===== src/rtl/gray_box_downsample_unit_defines.svh =====
// Assertion macros shared by the gray box downsample RTL.
`ifndef GRAY_BOX_DOWNSAMPLE_UNIT_DEFINES_SVH
`define GRAY_BOX_DOWNSAMPLE_UNIT_DEFINES_SVH

// Check that cons holds in the same cycle as ante.
`define GBDS_ASSERT_SAME(label, ante, cons, msg) \
    label: assert property (@(posedge clk) disable iff (!rst_n) (ante) |-> (cons)) \
        else $error(msg);

// Check that cons holds in the cycle after ante.
`define GBDS_ASSERT_NEXT(label, ante, cons, msg) \
    label: assert property (@(posedge clk) disable iff (!rst_n) (ante) |=> (cons)) \
        else $error(msg);

`endif


===== src/rtl/gbds_pkg.sv =====
// Shared types and constants for the gray box downsample unit.
`timescale 1ns / 1ps

package gbds_pkg;

    // Field and counter widths
    localparam int CH_W       = 8;
    localparam int SCALE_W    = 4;
    localparam int CNT_W      = 11;
    localparam int POS_W      = 10;
    localparam int GRAY_W     = 16;
    localparam int SUM_W      = 24;
    localparam int LUMA_W     = 15;

    // Bin size limit and frame row limit
    localparam int MAX_SCALE  = 8;
    localparam int SUB_W      = $clog2(MAX_SCALE);
    localparam int ROW_LIMIT  = 1024;

    // Luma weights: 0.30, 0.58, 0.11 scaled by 100; full scale 255 * 100
    localparam int LUMA_R     = 30;
    localparam int LUMA_G     = 58;
    localparam int LUMA_B     = 11;
    localparam int DIV_BASE   = 25500;
    localparam int DIV_W      = $clog2(DIV_BASE * MAX_SCALE * MAX_SCALE + 1);
    localparam int STEP_W     = $clog2(GRAY_W);

    // Configuration port
    localparam int CFG_IDX_W  = 2;
    localparam int CFG_DATA_W = 11;
    localparam logic [CFG_IDX_W-1:0] CFG_SCALE = 2'd0;
    localparam logic [CFG_IDX_W-1:0] CFG_COLS  = 2'd1;
    localparam logic [CFG_IDX_W-1:0] CFG_ROWS  = 2'd2;

    // Register reset values
    localparam int SCALE_RESET = 2;
    localparam int COLS_RESET  = 640;
    localparam int ROWS_RESET  = 480;

    // Clamped configuration with the bin divisor 25500 * S * S
    typedef struct packed {
        logic [SCALE_W-1:0] scale;
        logic [CNT_W-1:0]   cols;
        logic [CNT_W-1:0]   rows;
        logic [DIV_W-1:0]   divisor;
    } cfg_t;

    // Controller to datapath commands
    typedef struct packed {
        logic capture;
        logic accumulate;
        logic prep;
        logic step;
        logic load_out;
    } dp_cmd_t;

    // Datapath to controller status
    typedef struct packed {
        logic emit;
        logic out_free;
    } dp_status_t;

endpackage


===== src/rtl/gbds_ctrl.sv =====
// Sequencer for pixel capture, accumulation, division and result handoff.
`timescale 1ns / 1ps
`include "gray_box_downsample_unit_defines.svh"

module gbds_ctrl import gbds_pkg::*;
(
    input  logic       clk,
    input  logic       rst_n,
    input  logic       in_valid,
    output logic       in_ready,
    input  dp_status_t status,
    output dp_cmd_t    cmd
);

    typedef enum logic [2:0] {
        ST_IDLE,
        ST_ACC,
        ST_PREP,
        ST_DIV,
        ST_EMIT
    } state_t;

    localparam logic [STEP_W-1:0] LAST_STEP = STEP_W'(GRAY_W - 1);

    state_t              state_reg;
    state_t              state_next;
    logic [STEP_W-1:0]   step_reg;
    logic [STEP_W-1:0]   step_next;

    // Decode commands and the next state
    always_comb
    begin
        state_next = state_reg;
        step_next  = step_reg;
        cmd        = '0;
        case (state_reg)
            ST_IDLE:
            begin
                if (in_valid)
                begin
                    cmd.capture = 1'b1;
                    state_next  = ST_ACC;
                end
            end
            ST_ACC:
            begin
                cmd.accumulate = 1'b1;
                state_next     = status.emit ? ST_PREP : ST_IDLE;
            end
            ST_PREP:
            begin
                cmd.prep   = 1'b1;
                step_next  = '0;
                state_next = ST_DIV;
            end
            ST_DIV:
            begin
                cmd.step  = 1'b1;
                step_next = step_reg + STEP_W'(1);
                if (step_reg == LAST_STEP)
                    state_next = ST_EMIT;
            end
            ST_EMIT:
            begin
                if (status.out_free)
                begin
                    cmd.load_out = 1'b1;
                    state_next   = ST_IDLE;
                end
            end
            default: state_next = ST_IDLE;
        endcase
    end

    // Hold state and the quotient step count
    always_ff @(posedge clk or negedge rst_n)
    begin
        if (!rst_n)
        begin
            state_reg <= ST_IDLE;
            step_reg  <= '0;
        end
        else
        begin
            state_reg <= state_next;
            step_reg  <= step_next;
        end
    end

    assign in_ready = (state_reg == ST_IDLE);

    `GBDS_ASSERT_NEXT(a_accept_then_acc, in_valid && in_ready, cmd.accumulate, "no accumulate after accept")
    `GBDS_ASSERT_SAME(a_load_needs_slot, cmd.load_out, status.out_free, "output loaded while busy")
    `GBDS_ASSERT_SAME(a_prep_after_emit, cmd.prep, $past(cmd.accumulate) && $past(status.emit), "divide started without a finished bin")

endmodule


===== config.mk =====
export PLATFORM = sky130hd
export DESIGN_NAME = gbds_ctrl
export DESIGN_NICKNAME = d
export VERILOG_FILES = /design/src/rtl/gbds_pkg.sv /design/src/rtl/gbds_ctrl.sv
export VERILOG_INCLUDE_DIRS = /design/src /design/src/rtl
export SDC_FILE = /design/constraint.sdc
export NUM_CORES = 1
export LEC_CHECK = 0
export ABC_AREA = 1
export BUFFER_PORTS_ARGS = -buffer_cell sky130_fd_sc_hd__buf_2
export CAP_MARGIN = 0
export CORE_AREA = 2 2 39 41
export CTS_BUF_LIST = sky130_fd_sc_hd__clkbuf_4
export CTS_CLUSTER_DIAMETER = 100
export DETAILED_ROUTE_END_ITERATION = 10
export DIE_AREA = 0 0 41 43
export GPL_ROUTABILITY_DRIVEN = 0
export MAX_ROUTING_LAYER = met4
export PLACE_DENSITY = 0.49
export SLEW_MARGIN = 20
export SYNTH_ARGS = -nofsm -noshare
export SYNTH_HDL_FRONTEND = slang
export SYNTH_SLANG_ARGS = --single-unit

===== constraint.sdc =====
create_clock -name clk -period 2.88 [get_ports clk]
set_clock_uncertainty 0.1 [all_clocks]
set_input_delay 0.144 -clock clk [delete_from_list [all_inputs] [get_ports clk]]
set_output_delay 0.144 -clock clk [all_outputs]
set_load 0.1 [all_outputs]

; ---- After elaboration in Yosys (flattened, before gate mapping)
; Index checks and enable logic that the tools add are counted.
[word_totals]
reg_bits = 7
inputBits = 5
output_inout_bits = 6
elab_cells = 27
[op_classes]
addsub = 1
eq_ne = 8
mux = 13
reduce_logical = 3
[op_table]
columns = cell, count
row1 = $pmux W3 S5, 1
row2 = $mux W3, 3
row3 = $pmux W4 S2, 1
row4 = $mux W1, 7
row5 = $eq A3 B2 Y1 const B, 2
row6 = $ne A2 B2 Y1 const B, 3
row7 = $add A4 B1 Y4 const B, 1
row8 = $eq A4 B4 Y1 const B, 1
row9 = $eq A3 B1 Y1 const B, 1
row10 = $eq A3 B3 Y1 const B, 1
row11 = $logic_not A3 Y1, 1
row12 = $reduce_and A3 Y1, 1
row13 = $mux W2, 1
row14 = $reduce_bool A2 Y1, 1

; ---- Logic depth before layout (Yosys ltp)
[logic_depth]
depth_word = 3
ltp_mapped = 5
mapped_depth_nobuf = 5

; ---- Worst setup path after synthesis
; Ideal clock, no wire load.
[synth_timing]
kind = reg-to-reg
startpoint = register state_reg[2]
endpoint = register state_reg[1]
setup_ns = 0.078
arrival_ns = 2.832
t_required_ns = 2.702
setup_slack_ns = -0.129
stages_incl_launch_ff = 5
n_path_buf = 1
period_less_slack_ns = 3.009
cell_sequence = dfrtp_1 > buf_6 > nor3_1 > nand2_1 > nand3_1
[synth_between]
elab_chain_cells = 3
word_cells_on_any_way = 10
classes_between = eq/ne (7) / mux (1) / reduce/logical (2)
[synth_lines]
columns = element, line_no
row1 = from (decl), gbds_ctrl.sv:25  ; state_t state_reg;
row2 = from (signal assigned), gbds_ctrl.sv:85  ; state_reg <= state_next;
row3 = $eq A3 B2 Y1 (tied with other cells), gbds_ctrl.sv:36  ; case (state_reg)
row4 = $ne A2 B2 Y1 (no source line), n/a
row5 = $reduce_and A3 Y1 (no source line), n/a
; Parallel ways exist; a longest one is shown, timed or not.
; A chain may end at the register's enable or synchronous reset.

==> summary.md <==
The flow ran to the end, and the final reports show no timing, DRC or antenna violations. For the total number of clock tree sinks, the log shows 7. The pre-antenna-repair detailed-routing pass consisted of 4 iterations. The endpoint type of the worst setup path was a primary output.

The tools report the signal arrival time at the worst endpoint as 1580 ps. The number of distinct library cell variants in the gate-level netlist after synthesis came out at 16. The initial antenna violation count came out at 0.

The number of design rule violations left after detail routing was 0; the deepest level of the CTS H-tree was 1. The fraction of post-synthesis cell area in the top cell type by area is 42.3%. In this run, the number of DRC markers left after iteration 0 of detailed routing was 13. The average instance area after synthesis is 7.81 sq um. Synthesis inferred 7 register bits. Setup violations remaining at the end of the flow were counted as 0. Timing would allow up to 547 MHz.

The final-report max-slew violation count is 0, and the number of flops mapped to enable cells by yosys is 0. The number of nets handed over by synthesis was 59. Pin placement for this block handled 11 I/O pins.

The die covers 0.00176 sq mm. During synthesis, Yosys emitted a total of 0 warnings. After clock tree synthesis, the clock-pin slew on the worst setup and hold paths is 50 ps. Global routing used 12.4% of the available tracks across all layers. In the routed layout, each cell is associated on average with a via count of 4.51. After synthesis, flip-flops and latches occupy 42.3% of the total area. The first global-routing pass estimated 1370 um of wire. The final hold violation count was 0; the vertical die dimension was 43 um. Class of the most critical hold timing path: in2reg. The count of buffers added on input and output ports is 10. In this run the cell area of the synthesized design comes to 414 sq um. The initial utilization of the core area, before any placement, comes to 29.9%.

0 antenna diodes ended up in the layout. Worst hold path cell count: 4. Setup repair after global routing left no endpoint under its margin. For the final routed database, the setup TNS stands at 0 ps. The worst setup path is launched from a flip-flop. The worst path needs 1830 ps of the cycle, external delays included. For the clock latency on the worst-skew pair, the log shows 260 ps. sky130_fd_sc_hd__dfrtp_1 takes more of the synthesized area than any other cell. The number of nets in the layout is 74.

Ranked by total cell area, the synthesized netlist is headed by sky130_fd_sc_hd__dfrtp_1, sky130_fd_sc_hd__nand2_1, sky130_fd_sc_hd__nand3_1, sky130_fd_sc_hd__inv_1, sky130_fd_sc_hd__nor2_1. For the via count of the routed design, the log shows 374. The logs give 14 for the site row count and 2 for the clock tree buffer depth. The total area inside the core boundary comes to 0.00138 sq mm.

The tool flagged a number of max-cap violations equal to 0. The number of buffers created by CTS was 3; the sum of routed wire length over all layers was 837 um. The die is 41 um wide. Once detailed placement completed, the half-perimeter wirelength came to 650 um. The critical path is of the reg2out type.

In the finished design, the share of the clock period the worst path needs comes to 63.5%. The register with the most flip-flops in the layout has 4 of them. Synthesized instance count: 53.

CTS placed an instance of sky130_fd_sc_hd__clkbuf_4 at the clock tree root. The logs give 0 for the number of post-CTS setup repair buffers and 9 for the maximum number of pins on one net before global-route repair. From synthesis to final layout, the design area changed by 25.1%. Gates resized during post-CTS repair numbered 0. Cells with a size suffix above 1 make up 28.4% of the layout. The worst slew margin relative to its limit is 67.9%. The via count of the first global-routing pass was 326; the detailed-route wire length per cell was 10.1 um. The actual slew at the worst max-slew pin works out to 485 ps. By count the netlist is led by sky130_fd_sc_hd__nand2_1, sky130_fd_sc_hd__dfrtp_1, sky130_fd_sc_hd__nand3_1.

The worst register-to-register path has a depth of 4. Cell with the most instances after synthesis: sky130_fd_sc_hd__nand2_1. TritonCTS built the clock tree. For this run the aggregate overflow at the end of global routing stands at 0.

Along the worst path, the maximum fanout reaches 8. The count of nets left with antenna violations after detail routing is 0. For this run, asynchronously set or reset flops after synthesis account for 100%. In the synthesized netlist the dominant register cell turns out to be sky130_fd_sc_hd__dfrtp_1. The tools report the critical path required time as 2640 ps.
-- metrics by stage --
stage          instance area [sq um]  utilization (%)  worst slack [ps]  hold WS (ps)  instances
2_1_floorplan                    419                -               668          -252         53
3_3_place_gp                     470             34.0              1320          -109         77
3_5_place_dp                     470             34.0              1320          -110         77
4_1_cts                          518             37.4              1040           116         83
5_1_grt                          518             37.4               949           132         83
6_report                         518             37.4              1050           122         83
-- cell usage in the layout, fill, tap and decap left out --
master	Yosys	routed
sky130_fd_sc_hd__o21ai_1	3	3
sky130_fd_sc_hd__nor3_2	0	1
sky130_fd_sc_hd__clkinv_2	0	1
sky130_fd_sc_hd__nor2_1	6	6
sky130_fd_sc_hd__inv_1	6	6
sky130_fd_sc_hd__nand2_1	11	11
sky130_fd_sc_hd__inv_2	1	1
sky130_fd_sc_hd__nand2_2	2	2
sky130_fd_sc_hd__ha_1	1	1
sky130_fd_sc_hd__nand4_1	3	3
sky130_fd_sc_hd__dfrtp_1	7	7
sky130_fd_sc_hd__or2_1	1	1
sky130_fd_sc_hd__nor2_8	1	1
sky130_fd_sc_hd__clkbuf_4	0	3
sky130_fd_sc_hd__nand3_1	7	7
sky130_fd_sc_hd__buf_2	0	10
sky130_fd_sc_hd__dlygate4sd3_1	0	2
sky130_fd_sc_hd__a21oi_1	1	1
-- worst max-delay path, stage by stage, from the launching register on --
cell                      delay, ps
sky130_fd_sc_hd__dfrtp_1        510
sky130_fd_sc_hd__nor2_1         220
sky130_fd_sc_hd__nand2_1         90
sky130_fd_sc_hd__nor2_1          80
sky130_fd_sc_hd__buf_2          420
-- routing by layer --
layer | GRT usage, % | vias to the layer above | wire, um
li1 | - | 198 | -
met1 | 16.9 | 166 | 423
met2 | 14.7 | 6 | 367
met3 | 3.14 | 4 | 24
met4 | 10.0 | 0 | 23
met5 | - | - | 0
-- timing repair --
action | CTS | global route
endpoints found under the hold margin | 8 | 0
setup endpoints to repair | 0 | 0
hold buffers | 2 | 0
-- final cells by class --
class,instances,area [sq um]
Inverter,7,26.3
Timing Repair Buffer,12,70.1
Fill cell,153,866
Sequential cell,7,175
Clock inverter,1,5.00
Tap cell,16,20.0
Clock buffer,3,22.5
Multi-Input combinational cell,37,199
-- path summary, 6_finish.rpt --
| path | to | startpoint | slack (ps) |
|---|---|---|---|
| hold reg to reg | step_reg[0] | step_reg[0] | 440 |
| max in group asynchronous | state_reg[2] | rst_n | 2380 |
| setup / recovery | cmd[4] | state_reg[2] | 1050 |
| setup reg to reg | state_reg[0] | state_reg[2] | 1650 |
| min in group asynchronous | state_reg[0] | rst_n | 150 |
| hold / removal | state_reg[2] | status[0] | 120 |
-- logic make-up (layout without fill, tap and decap cells) --
logic type | Yosys count | after routing | share of synthesized area [%]
DFF | 7 | 7 | 42.3
and+or+nand+nor | 32 | 32 | 39.0
adders and majority gates | 1 | 1 | 3.02
AOI/OAI and AO/OA | 4 | 4 | 4.83
buffers and inverters | 9 | 23 | 10.9
Power is left out: the tool's default activity adds up to more than one toggle a clock period on the data nets, which glitch-free logic cannot reach.
