File: src/rtl/gray_box_downsample_unit_defines.svh
// Assertion macros shared by the gray box downsample RTL.
`ifndef GRAY_BOX_DOWNSAMPLE_UNIT_DEFINES_SVH
`define GRAY_BOX_DOWNSAMPLE_UNIT_DEFINES_SVH

// Check that cons holds in the same cycle as ante.
`define GBDS_ASSERT_SAME(label, ante, cons, msg) \
    label: assert property (@(posedge clk) disable iff (!rst_n) (ante) |-> (cons)) \
        else $error(msg);

// Check that cons holds in the cycle after ante.
`define GBDS_ASSERT_NEXT(label, ante, cons, msg) \
    label: assert property (@(posedge clk) disable iff (!rst_n) (ante) |=> (cons)) \
        else $error(msg);

`endif

File: src/rtl/gbds_pkg.sv
// Shared types and constants for the gray box downsample unit.
`timescale 1ns / 1ps

package gbds_pkg;

    // Field and counter widths
    localparam int CH_W       = 8;
    localparam int SCALE_W    = 4;
    localparam int CNT_W      = 11;
    localparam int POS_W      = 10;
    localparam int GRAY_W     = 16;
    localparam int SUM_W      = 24;
    localparam int LUMA_W     = 15;

    // Bin size limit and frame row limit
    localparam int MAX_SCALE  = 8;
    localparam int SUB_W      = $clog2(MAX_SCALE);
    localparam int ROW_LIMIT  = 1024;

    // Luma weights: 0.30, 0.58, 0.11 scaled by 100; full scale 255 * 100
    localparam int LUMA_R     = 30;
    localparam int LUMA_G     = 58;
    localparam int LUMA_B     = 11;
    localparam int DIV_BASE   = 25500;
    localparam int DIV_W      = $clog2(DIV_BASE * MAX_SCALE * MAX_SCALE + 1);
    localparam int STEP_W     = $clog2(GRAY_W);

    // Configuration port
    localparam int CFG_IDX_W  = 2;
    localparam int CFG_DATA_W = 11;
    localparam logic [CFG_IDX_W-1:0] CFG_SCALE = 2'd0;
    localparam logic [CFG_IDX_W-1:0] CFG_COLS  = 2'd1;
    localparam logic [CFG_IDX_W-1:0] CFG_ROWS  = 2'd2;

    // Register reset values
    localparam int SCALE_RESET = 2;
    localparam int COLS_RESET  = 640;
    localparam int ROWS_RESET  = 480;

    // Clamped configuration with the bin divisor 25500 * S * S
    typedef struct packed {
        logic [SCALE_W-1:0] scale;
        logic [CNT_W-1:0]   cols;
        logic [CNT_W-1:0]   rows;
        logic [DIV_W-1:0]   divisor;
    } cfg_t;

    // Controller to datapath commands
    typedef struct packed {
        logic capture;
        logic accumulate;
        logic prep;
        logic step;
        logic load_out;
    } dp_cmd_t;

    // Datapath to controller status
    typedef struct packed {
        logic emit;
        logic out_free;
    } dp_status_t;

endpackage

File: src/rtl/gbds_cfg.sv
// Configuration registers, stored clamped, with the derived bin divisor.
`timescale 1ns / 1ps

module gbds_cfg import gbds_pkg::*;
#(
    parameter int MAX_COLS = 1024
)
(
    input  logic                  clk,
    input  logic                  rst_n,
    input  logic                  cfg_valid,
    output logic                  cfg_ready,
    input  logic [CFG_IDX_W-1:0]  cfg_index,
    input  logic [CFG_DATA_W-1:0] cfg_data,
    output cfg_t                  cfg
);

    localparam int COLS_INIT = (COLS_RESET > MAX_COLS) ? MAX_COLS : COLS_RESET;

    logic [SCALE_W-1:0]   scale_reg;
    logic [CNT_W-1:0]     cols_reg;
    logic [CNT_W-1:0]     rows_reg;
    logic [DIV_W-1:0]     divisor_reg;

    logic [SCALE_W-1:0]   scale_in;
    logic [SCALE_W-1:0]   scale_next;
    logic [2*SCALE_W-1:0] scale_sq;
    logic [DIV_W-1:0]     divisor_next;
    logic [CNT_W-1:0]     cols_in;
    logic [CNT_W-1:0]     cols_next;
    logic [CNT_W-1:0]     rows_in;
    logic [CNT_W-1:0]     rows_next;

    assign cfg_ready = 1'b1;

    // Clamp incoming values to their legal ranges
    always_comb
    begin
        scale_in = cfg_data[SCALE_W-1:0];
        if (scale_in == '0)
            scale_next = SCALE_W'(1);
        else if (32'(scale_in) > MAX_SCALE)
            scale_next = SCALE_W'(MAX_SCALE);
        else
            scale_next = scale_in;
        scale_sq     = (2*SCALE_W)'(scale_next) * (2*SCALE_W)'(scale_next);
        divisor_next = DIV_W'(DIV_BASE) * DIV_W'(scale_sq);

        cols_in = cfg_data[CNT_W-1:0];
        if (cols_in == '0)
            cols_next = CNT_W'(1);
        else if (32'(cols_in) > MAX_COLS)
            cols_next = CNT_W'(MAX_COLS);
        else
            cols_next = cols_in;

        rows_in = cfg_data[CNT_W-1:0];
        if (rows_in == '0)
            rows_next = CNT_W'(1);
        else if (32'(rows_in) > ROW_LIMIT)
            rows_next = CNT_W'(ROW_LIMIT);
        else
            rows_next = rows_in;
    end

    // Store the written register
    always_ff @(posedge clk or negedge rst_n)
    begin
        if (!rst_n)
        begin
            scale_reg   <= SCALE_W'(SCALE_RESET);
            divisor_reg <= DIV_W'(DIV_BASE * SCALE_RESET * SCALE_RESET);
            cols_reg    <= CNT_W'(COLS_INIT);
            rows_reg    <= CNT_W'(ROWS_RESET);
        end
        else if (cfg_valid && cfg_ready)
        begin
            case (cfg_index)
                CFG_SCALE:
                begin
                    scale_reg   <= scale_next;
                    divisor_reg <= divisor_next;
                end
                CFG_COLS: cols_reg <= cols_next;
                CFG_ROWS: rows_reg <= rows_next;
                default: ;
            endcase
        end
    end

    assign cfg.scale   = scale_reg;
    assign cfg.cols    = cols_reg;
    assign cfg.rows    = rows_reg;
    assign cfg.divisor = divisor_reg;

endmodule

File: config.mk
export PLATFORM = sky130hd
export DESIGN_NAME = gbds_cfg
export DESIGN_NICKNAME = d
export VERILOG_FILES = /design/src/rtl/gray_box_downsample_unit_defines.svh /design/src/rtl/gbds_pkg.sv /design/src/rtl/gbds_cfg.sv
export SDC_FILE = /design/constraint.sdc
export NUM_CORES = 1
export LEC_CHECK = 0
export BUFFER_PORTS_ARGS = -buffer_cell sky130_fd_sc_hd__clkbuf_2
export CAP_MARGIN = 20
export CORE_UTILIZATION = 35
export DETAILED_ROUTE_END_ITERATION = 10
export PLACE_DENSITY_LB_ADDON = 0.2
export SYNTH_ARGS = -nofsm -noshare
export SYNTH_HDL_FRONTEND = slang
export SYNTH_SLANG_ARGS = --single-unit
File: constraint.sdc
create_clock -name clk -period 0.8 [get_ports clk]
set_clock_uncertainty 0.1 [all_clocks]
set_input_delay 0.08 -clock clk [delete_from_list [all_inputs] [get_ports clk]]
set_output_delay 0.08 -clock clk [all_outputs]
set_load 0.02 [all_outputs]
### Word-level counts from Yosys, hierarchy flattened

Cells that the tools add are included.

* bits in registers: 45
* bits in latches: 0
* memory bits (writable): 0
* memory bits (read-only): 0
* bits of input ports: 16
* output and inout bits: 48
* logic and storage cells: 20
* memories kept: 0

* add/subtract/negate cells: 0
* multipliers: 2
* divide/modulo/power cells: 0
* $lt $le $gt $ge: 2
* equality and inequality tests: 2
* shift operators: 0
* mux-type cells: 4
* bitwise logic cells: 0
* reductions and logical operators: 6

Operators by type and width (count)
* 2-to-1 mux 11 bit: 2
* multiplier 13 x 8 -> 19 bit, first input constant: 1
* greater-than comparator 11 bit, second input constant: 1
* logical NOT 11 bit: 1
* multiplier 4 x 4 -> 8 bit: 1
* 2-to-1 mux 4 bit: 2
* AND reduction 2 bit: 3
* greater-than comparator 4 bit, second input constant: 1
* logical NOT 4 bit: 1
* equality test 2 x 1 -> 1 bit, second input constant: 1
* equality test 2 bit, second input constant: 1
* logical NOT 2 bit: 1

### Logic depth before layout (Yosys ltp)

Gate-level depths: netlist of run 1.

* depth after elaboration: 5
* depth in mapped cells: 22
* mapped depth without buffers: 22

### Least setup slack after synthesis of run 1

OpenSTA, ideal clock, no wires.

* path kind: input to register
* from: in cfg_data[3]
* to: reg divisor_reg[20]
* library setup time: 0.131 ns
* arrival time: 4.516 ns
* data required time: 0.569 ns
* setup slack: -3.948 ns
* cell stages on the path: 20
* path buffers: 1
* cells stage by stage: buf_2 -> nand2b_1 -> nor2_1 -> ha_1 -> a21o_1 -> a21oi_1 -> xnor2_1 -> fa_1 -> fa_1 -> inv_1 -> fa_1 -> ha_1 -> a21o_1 -> ha_1 -> a21oi_1 -> nor2_1 -> a311oi_2 -> o21ai_1 -> xnor2_1 -> o21ai_1

* cells in the longest elaborated chain, start to end: 5
* elaborated cells between the ends (all ways): 6
* classes of those cells: mul (2); order compare (1); mux (2); reduce/logical (1)

Ends and longest elaborated chain
* start, declared: RTL line gbds_cfg.sv:14 `input logic [CFG_DATA_W-1:0] cfg_data,`
* greater-than comparator 4 bit: RTL line gbds_cfg.sv:42 `else if (32'(scale_in) > MAX_SCALE)`
* 2-to-1 mux 4 bit: RTL line gbds_cfg.sv:42
* 2-to-1 mux 4 bit *: RTL line gbds_cfg.sv:40 `if (scale_in == '0)`
* multiplier 4 x 4 -> 8 bit *: RTL line gbds_cfg.sv:46 `scale_sq = (2*SCALE_W)'(scale_next) * (2*SCALE_W)'(scale_next);`
* multiplier 13 x 8 -> 19 bit *: RTL line gbds_cfg.sv:47 `divisor_next = DIV_W'(DIV_BASE) * DIV_W'(scale_sq);`
* end signal, assigned: RTL line gbds_cfg.sv:72 `divisor_reg <= DIV_W'(DIV_BASE * SCALE_RESET * SCALE_RESET);`
* end signal, assigned: RTL line gbds_cfg.sv:82 `divisor_reg <= divisor_next;`
* end, declared: RTL line gbds_cfg.sv:23 `logic [DIV_W-1:0] divisor_reg;`

Every way passes the cells marked *; elsewhere a longest branch is shown, timed or not.
A chain may end at the register's enable or synchronous reset.

### Worst setup path after layout of run 1

* from: in cfg_data[3]
* to: reg divisor_reg[18]

The elaborated chain is that of the path after synthesis.

==> summary.md, run 1 <==
| Metric | Value |
|---|---|
| Lkg Pwr | 2.69 nW |
| Sw Ratio | 0.394 |
| Post-DR vias/cell | 4.83 |
| Drt wl/cell | 14.8 um |
| CTS tree | built |
| Length of routed met3 wiring | 199 um |
| Final WL | 9030 um |
| Initial antenna violation count | 0 |
| Vias in the first global route | 2841 |
| Slowest stage delay, CP | 0.53 ns |
| GR Overflow Total | 0 |
| Detailed-route DRC error count | 0 |
| Top cell type's share of synthesized area | 0.214 |
| Metal2 WL | 4730 um |
| Most used flip-flop cell after synthesis | dfrtp_1 |
| Top-Level Pins | 64 |
| Cell Int Power | 8.51 mW |
| CP top delay family | adder cells |
| HPWL Detailed | 6020 um |
| H-tree levels | 2 |
| Unrepaired setup endpoints after global routing | yes |
| Area leader, netlist | dfrtp_1 |
| #FFs+latches synth | 43 |
| CTS Sinks | 43 |
| CP Data Arrival Time | 4.30 ns |
| Clock network fraction of total power | 0.107 |
| Remaining antenna violation count | 0 |
| Pre-antenna DRT Iters | 4 |
| I/O Buffers | 60 |
| Final hold viol count | 2 |
| Largest family of logic cells by synthesized area | adder cells |
| Combinational power share | 0.658 |
| Min Tclk post-route | 4.21 ns |
| Synth Area per Inst | 9.62 um^2 |
| Peak Freq | 0.237 GHz |
| Critical Path RT | 0.89 ns |
| Clock Pin Slew Worst Setup and Hold Paths | 0.10 ns |
| Max reg flops | 18 |
| Slew Limit Fails | 0 |
| Deepest clock path buffer count | 2 |
| Layout cells sized above 1 | 0.560 |
| Post-synth ARST share | 1.00 |
| Post-synth cell types | 42 |
| Syn. warnings | 0 |
| NetSw | 5.53 mW |
| Hold_ws | -0.0643 ns |
| Setup Crit Path Kind | primary input to register |
| Final setup violation count | 81 |
| Setup TNS | -57.45 ns |
| Total GRT Usage | 0.182 |
| Nets | 582 |
| Vias | 2959 |
| Outcome | complete, but fails checks |
| Chip width | 98.7 um |
| CP endpoint kind | register |
| XOR/XNOR Fraction of Synth Area | 0.0509 |
| Area delta synth->final | 71.5% |
| GP Congestion | 0.856 |
| M1 wire length | 3990 um |
| Clock latency on the worst-skew pair | 0.30 ns |
| Ratio of final minimum period to clock period | 5.27 |
| Clock root cell | clkbuf_8 |
| Largest net degree at the start of global routing | 44 |
| First-pass GRT wire length | 14200 um |
| Cells after Synth | 340 |
| Die ar. | 9730 um^2 |
| Post-synthesis mux area share | 0.0207 |
| Post-synth EDFFs | 0 |
| Uppermost layer routed | met4 |
| Die boundary height | 98.7 um |
| HP Class | primary input to register |
| DR iter-0 viols | 70 |
| Synthesized cell area | 3270 um^2 |
| Top cells by area, synth | dfrtp_1, ha_1, dfstp_2 |
| Failing checks | hold timing, setup timing |
| Worst Path Buf+Inv | 7 |
| Post-synthesis compound-gate area fraction | 0.138 |
| Maximum vdd drop | 1.07 mV |
| Nature of the critical path startpoint | primary input |
| Ant. Diodes | 0 |
| Min setup slack post-route | -3.41 ns |
| Rows | 34 |
| Post-CTS Hold Fix Bufs | 1 |
| Starting Density | 0.368 |
| Seq/Total Area, Yosys | 0.335 |
| Power Density | 2510 nW/um^2 |
| CTS buffer count | 5 |
| Core area | 8890 um^2 |
| Critical-path cell list | buf_8 > nand2b_4 > buf_6 > nor2_4 > ha_4 > buf_4 > xnor2_4 > inv_2 > fa_1 > fa_1 > inv_2 > fa_1 > ha_1 > a21o_1 > ha_4 > buf_4 > a21oi_2 > nor2_1 > a311oi_2 > buf_4 > o311ai_4 > xnor2_1 > o21ai_1 |
| Sequential share of power | 0.235 |
| Synth Area in Adders | 0.271 |
| Largest fanout on the critical path | 5 |
| Simple-gate portion of the synthesized area | 0.117 |
| Max Cap Viol | 0 |
| Slowest stage cell, crit path | fa_1 |
==> cells in the final DEF (no fill, tap or decap), types with 4 or more instances in the layout <==
cell,synthesis,final
buf_4,5,89
o21ai_1,11,27
buf_8,0,24
nand2_2,0,4
nand2b_1,11,9
xnor2_1,12,8
ha_4,0,20
buf_6,0,39
ha_1,50,30
dfrtp_1,28,25
nor2_4,0,4
a21oi_2,1,5
o21ai_0,28,7
xor2_1,7,6
conb_1,2,6
a21o_1,5,5
inv_1,35,25
o21ai_2,1,5
nand2_1,45,41
a21oi_1,11,7
inv_2,0,10
fa_1,13,11
dfstp_2,15,15
clkbuf_8,0,8
clkbuf_2,0,8
==> final cells by class <==
type | instances | area, um^2
clock buffers | 5 | 68.8
clock inverters | 3 | 23.8
fillers | 674 | 3290
inverters | 35 | 131
multi-input cells | 251 | 2530
flip-flops and latches | 43 | 1100
well taps | 108 | 135
repair buffers | 167 | 1620
==> synthesized netlist by cell type, drive strengths merged, types with 3 or more instances <==
master	count
ha	50
nand2	45
o21ai	40
inv	35
dfrtp	28
dfstp	15
fa	13
a21oi	12
xnor2	12
nand2b	11
nor2	10
buf	9
clkbuf	7
xor2	7
mux2	6
a21o	5
a31oi	4
nand3	4
or2	3
==> through the flow <==
step	instance area, um^2	setup WS [ns]	instances	utilization	total power [mW]
after global placement	4350	-3.77	573	0.489	9.93
after global routing	5610	-3.57	612	0.630	15.0
after CTS	5100	-3.42	596	0.574	12.8
final	5610	-3.41	612	0.630	14.0
after detailed placement	4350	-3.85	573	0.489	9.97
after floorplan	3420	-3.64	344	-	7.25
==> worst reg2reg max path, cell delays in order, from the launching register on <==
cell and delay, ns:
dfrtp_2 0.43, buf_6 0.12, mux2_4 0.24
==> cell families after synthesis <==
| logic type | Yosys count |
|---|---|
| other cells | 2 |
| compound gates | 73 |
| flops | 43 |
| fa+ha+maj | 63 |
| simple gates | 83 |
| mux | 6 |
| xor+xnor | 19 |
| buf+inv | 51 |
==> routing by layer <==
layer | GRT usage | vias up
met5 | 0 | -
met4 | 0.0413 | 0
met3 | 0.0206 | 6
met2 | 0.323 | 51
met1 | 0.237 | 1443
li1 | - | 1459
==> power by group through the flow <==
| stage | clock (mW) | combinational (mW) | sequential, mW |
|---|---|---|---|
| floorplan | 0 | 3.40 | 3.85 |
| global placement | 0 | 6.77 | 3.15 |
| detailed placement | 0 | 6.79 | 3.18 |
| CTS | 1.49 | 8.10 | 3.18 |
| global route | 1.62 | 9.98 | 3.38 |
| finish | 1.50 | 9.25 | 3.30 |
==> final timing paths <==
kind	startpoint	end	slack (ns)	cells past startpoint
min in group asynchronous	rst_n	cols_reg[5]$_DFFE_PN0P_	0.19	3
worst min register to register	divisor_reg[16]$_DFFE_PN1P_	divisor_reg[16]$_DFFE_PN1P_	0.38	2
worst max-delay path	cfg_data[3]	divisor_reg[18]$_DFFE_PN0P_	-3.41	23
worst min-delay path	cfg_data[7]	cols_reg[7]$_DFFE_PN1P_	-0.06	3
worst max register to register	cols_reg[10]$_DFFE_PN0P_	cols_reg[10]$_DFFE_PN0P_	-0.20	2
max in group asynchronous	rst_n	divisor_reg[5]$_DFFE_PN1P_	0.14	3
==> repair_timing <==
action | CTS | global route
hold endpoints to repair | 47 | 4
gates resized for setup | 101 | 150
pin swaps | 36 | 39
buffers inserted | 13 | 21
setup endpoints to repair | 75 | 78
gates cloned | 1 | 0
No activity file was read; power rests on OpenSTA's default activity.
==> inputs of run 2 (changes only) <==
--- a/config.mk
+++ b/config.mk
@@ -7,8 +7,12 @@
 export LEC_CHECK = 0
 export BUFFER_PORTS_ARGS = -buffer_cell sky130_fd_sc_hd__clkbuf_2
 export CAP_MARGIN = 20
-export CORE_UTILIZATION = 35
+export CELL_PAD_IN_SITES_DETAIL_PLACEMENT = 0
+export CELL_PAD_IN_SITES_GLOBAL_PLACEMENT = 2
+export CORE_MARGIN = 2
+export CORE_UTILIZATION = 31
 export DETAILED_ROUTE_END_ITERATION = 10
+export GPL_TIMING_DRIVEN = 0
 export PLACE_DENSITY_LB_ADDON = 0.2
 export SYNTH_ARGS = -nofsm -noshare
 export SYNTH_HDL_FRONTEND = slang
==> summary.md, run 2 (synthesized netlist as in run 1, its figures left out) <==
| Metric | Value |
|---|---|
| CP endpoint kind | register |
| Power Density | 2550 nW/um^2 (+1.6%) |
| CTS tree | built |
| Initial antenna violation count | 0 (unchanged) |
| Die ar. | 11400 um^2 (+17%) |
| Top-Level Pins | 64 (unchanged) |
| Final WL | 8450 um (-6.4%) |
| Nets | 527 (-9.5%) |
| Min setup slack post-route | -3.45 ns (-0.0390 ns) |
| DR iter-0 viols | 42 (-40%) |
| Drt wl/cell | 14.4 um (-2.1%) |
| Commonest non-fill, non-tap cell in the layout | nand2_1 |
| Worst Path Buf+Inv | 4 (-3) |
| Remaining antenna violation count | 0 (unchanged) |
| CP top delay family | adder cells |
| Post-CTS Hold Fix Bufs | 3 (+2) |
| Unrepaired setup endpoints after global routing | yes |
| Vias in the first global route | 2669 (-6.1%) |
| Vias | 2716 (-8.2%) |
| Clock latency on the worst-skew pair | 0.30 ns (about the same) |
| Failing checks | hold timing, setup timing |
| Final non-filler cell total | 585 (-4.4%) |
| Final setup violation count | 81 (unchanged) |
| Largest net degree at the start of global routing | 44 (unchanged) |
| Rows | 37 (+8.8%) |
| Pre-antenna DRT Iters | 4 (unchanged) |
| HP Class | primary input to async pin |
| Area delta synth->final | 59.0% |
| First-pass GRT wire length | 13300 um (-6.3%) |
| Ant. Diodes | 0 (unchanged) |
| HPWL Detailed | 6310 um (+4.9%) |
| GP Congestion | 0.794 (-7.2%) |
| Starting Density | 0.318 (-0.0496) |
| Deepest clock path buffer count | 2 (unchanged) |
| Setup Crit Path Kind | primary input to register |
| Design area | 5200 um^2 (-7.3%) |
| Cell total after placement | 539 (-5.9%) |
| Total GRT Usage | 0.148 (-0.0334) |
| Max reg flops | 18 (unchanged) |
| Slowest stage cell, crit path | fa_1 |
| Clock Pin Slew Worst Setup and Hold Paths | 0.10 ns (about the same) |
| Lkg Pwr | 2.44 nW (-9.1%) |
| H-tree levels | 2 (unchanged) |
| Critical-path cell list | buf_12 > buf_8 > o21bai_4 > nor2_4 > ha_4 > a21o_1 > a21oi_2 > xnor2_2 > fa_1 > fa_1 > inv_2 > fa_1 > ha_1 > a21o_1 > ha_4 > a21oi_2 > nor2_2 > a311oi_4 > buf_6 > o21bai_1 > xnor2_1 > o21ai_1 |
| Nature of the critical path startpoint | primary input |
| Critical Path RT | 0.92 ns (+0.03 ns) |
| Max Cap Viol | 0 (unchanged) |
| Slew margin rel. | 0.598 |
| Post-DR vias/cell | 4.64 (-4.0%) |
| CTS buffer count | 5 (unchanged) |
| I/O Buffers | 59 (-1.7%) |
| Clock root cell | clkbuf_8 |
| Detailed-route DRC error count | 0 (unchanged) |
| Fillers | 982 (+46%) |
| Outcome | complete, but fails checks |
| Peak Freq | 0.235 GHz (-0.92%) |
| Chip width | 107 um (+8.2%) |
| Ratio of final minimum period to clock period | 5.31 (+0.0488) |
| Area of the multi-input gates | 2480 um^2 (-2.0%) |
| Crit path top cell by count | fa_1 |
| Core area | 10300 um^2 (+16%) |
| Slowest stage delay, CP | 0.53 ns (about the same) |
| Hold_ws | -0.304 ns (-0.240 ns) |
| Final hold viol count | 38 (+36) |
| GR Overflow Total | 0 (unchanged) |
| Layout cells sized above 1 | 0.486 (-0.0740) |
| Min Tclk post-route | 4.25 ns (+0.0390 ns) |
| Register area | 1100 um^2 (unchanged) |
| CP Data Arrival Time | 4.37 ns (+0.07 ns) |
| Commonest non-fill, non-tap cells in the layout | nand2_1, buf_6, ha_1, inv_1, o21ai_1 |
| Least-Margin Pin Slew | 0.602 ns |
| Maximum vdd drop | 1.24 mV (+16%) |
| Largest fanout on the critical path | 5 (unchanged) |
| Slew Limit Fails | 0 (unchanged) |
| Die boundary height | 107 um (+8.2%) |
| CTS Sinks | 43 (unchanged) |
| Area post-placement | 3890 um^2 (-11%) |
| Power Total | 13.2 mW (-5.8%) |
-- run 2: layer usage --
metal / GRT usage / share of wire / up-vias
met5: 0 / 0 / -
met2: 0.260 / 0.53 / 45
met1: 0.191 / 0.43 / 1316
met3: 0.0219 / 0.027 / 6
li1: - / - / 1349
met4: 0.0390 / 0.011 / 0
-- run 2: final cells by class --
type	count	share of cell area
multi-input cells	250	0.477
flip-flops and latches	43	0.211
repair buffers	98	0.206
well taps	136	0.0327
plain buffers	15	0.0260
inverters	35	0.0253
clock buffers	5	0.0132
clock inverters	3	0.00843
-- run 2: power breakdown --
group	internal [mW]	total, mW	switching [mW]
registers	2.86	3.30	0.436
clock network	0.932	1.77	0.843
logic	4.16	8.16	4.00
-- run 2: worst register-to-register path: cells and delay by family, from the launching register on --
kind	cells	cell delay [ns]
buffers and inverters	1	0.12
DFF	1	0.41
muxes	1	0.24
-- run 2: through the flow --
step                worst slack [ns]  hold slack [ns]  setup TNS (ns)   util
floorplan                      -3.64           -0.316          -50.83      -
global placement               -4.28            0.227          -77.48  0.379
detailed placement             -4.28            0.231          -77.91  0.379
CTS                            -3.53           -0.289          -60.68  0.444
global route                   -3.64           -0.261          -62.95  0.506
finish                         -3.45           -0.304          -58.68  0.506
-- run 2: repair_timing --
item                                    in CTS  in global routing
resized for setup                           86                169
endpoints found under the setup margin      93                 80
endpoints found under the hold margin       40                 37
pin swaps                                   26                 36
setup buffers                               16                 21
-- run 2: path summary, 6_finish.rpt --
check	from	end	slack [ns]	cells after the start
setup / recovery	cfg_data[3]	divisor_reg[16]$_DFFE_PN1P_	-3.45	22
hold / removal	rst_n	cols_reg[10]$_DFFE_PN0P_	-0.30	1
setup reg to reg	scale_reg[3]$_DFFE_PN0P_	scale_reg[3]$_DFFE_PN0P_	-0.17	2
hold reg to reg	cols_reg[9]$_DFFE_PN1P_	cols_reg[9]$_DFFE_PN1P_	0.38	2
max in group asynchronous	rst_n	divisor_reg[3]$_DFFE_PN0P_	0.46	1
min in group clk	cfg_data[6]	rows_reg[6]$_DFFE_PN1P_	-0.08	3
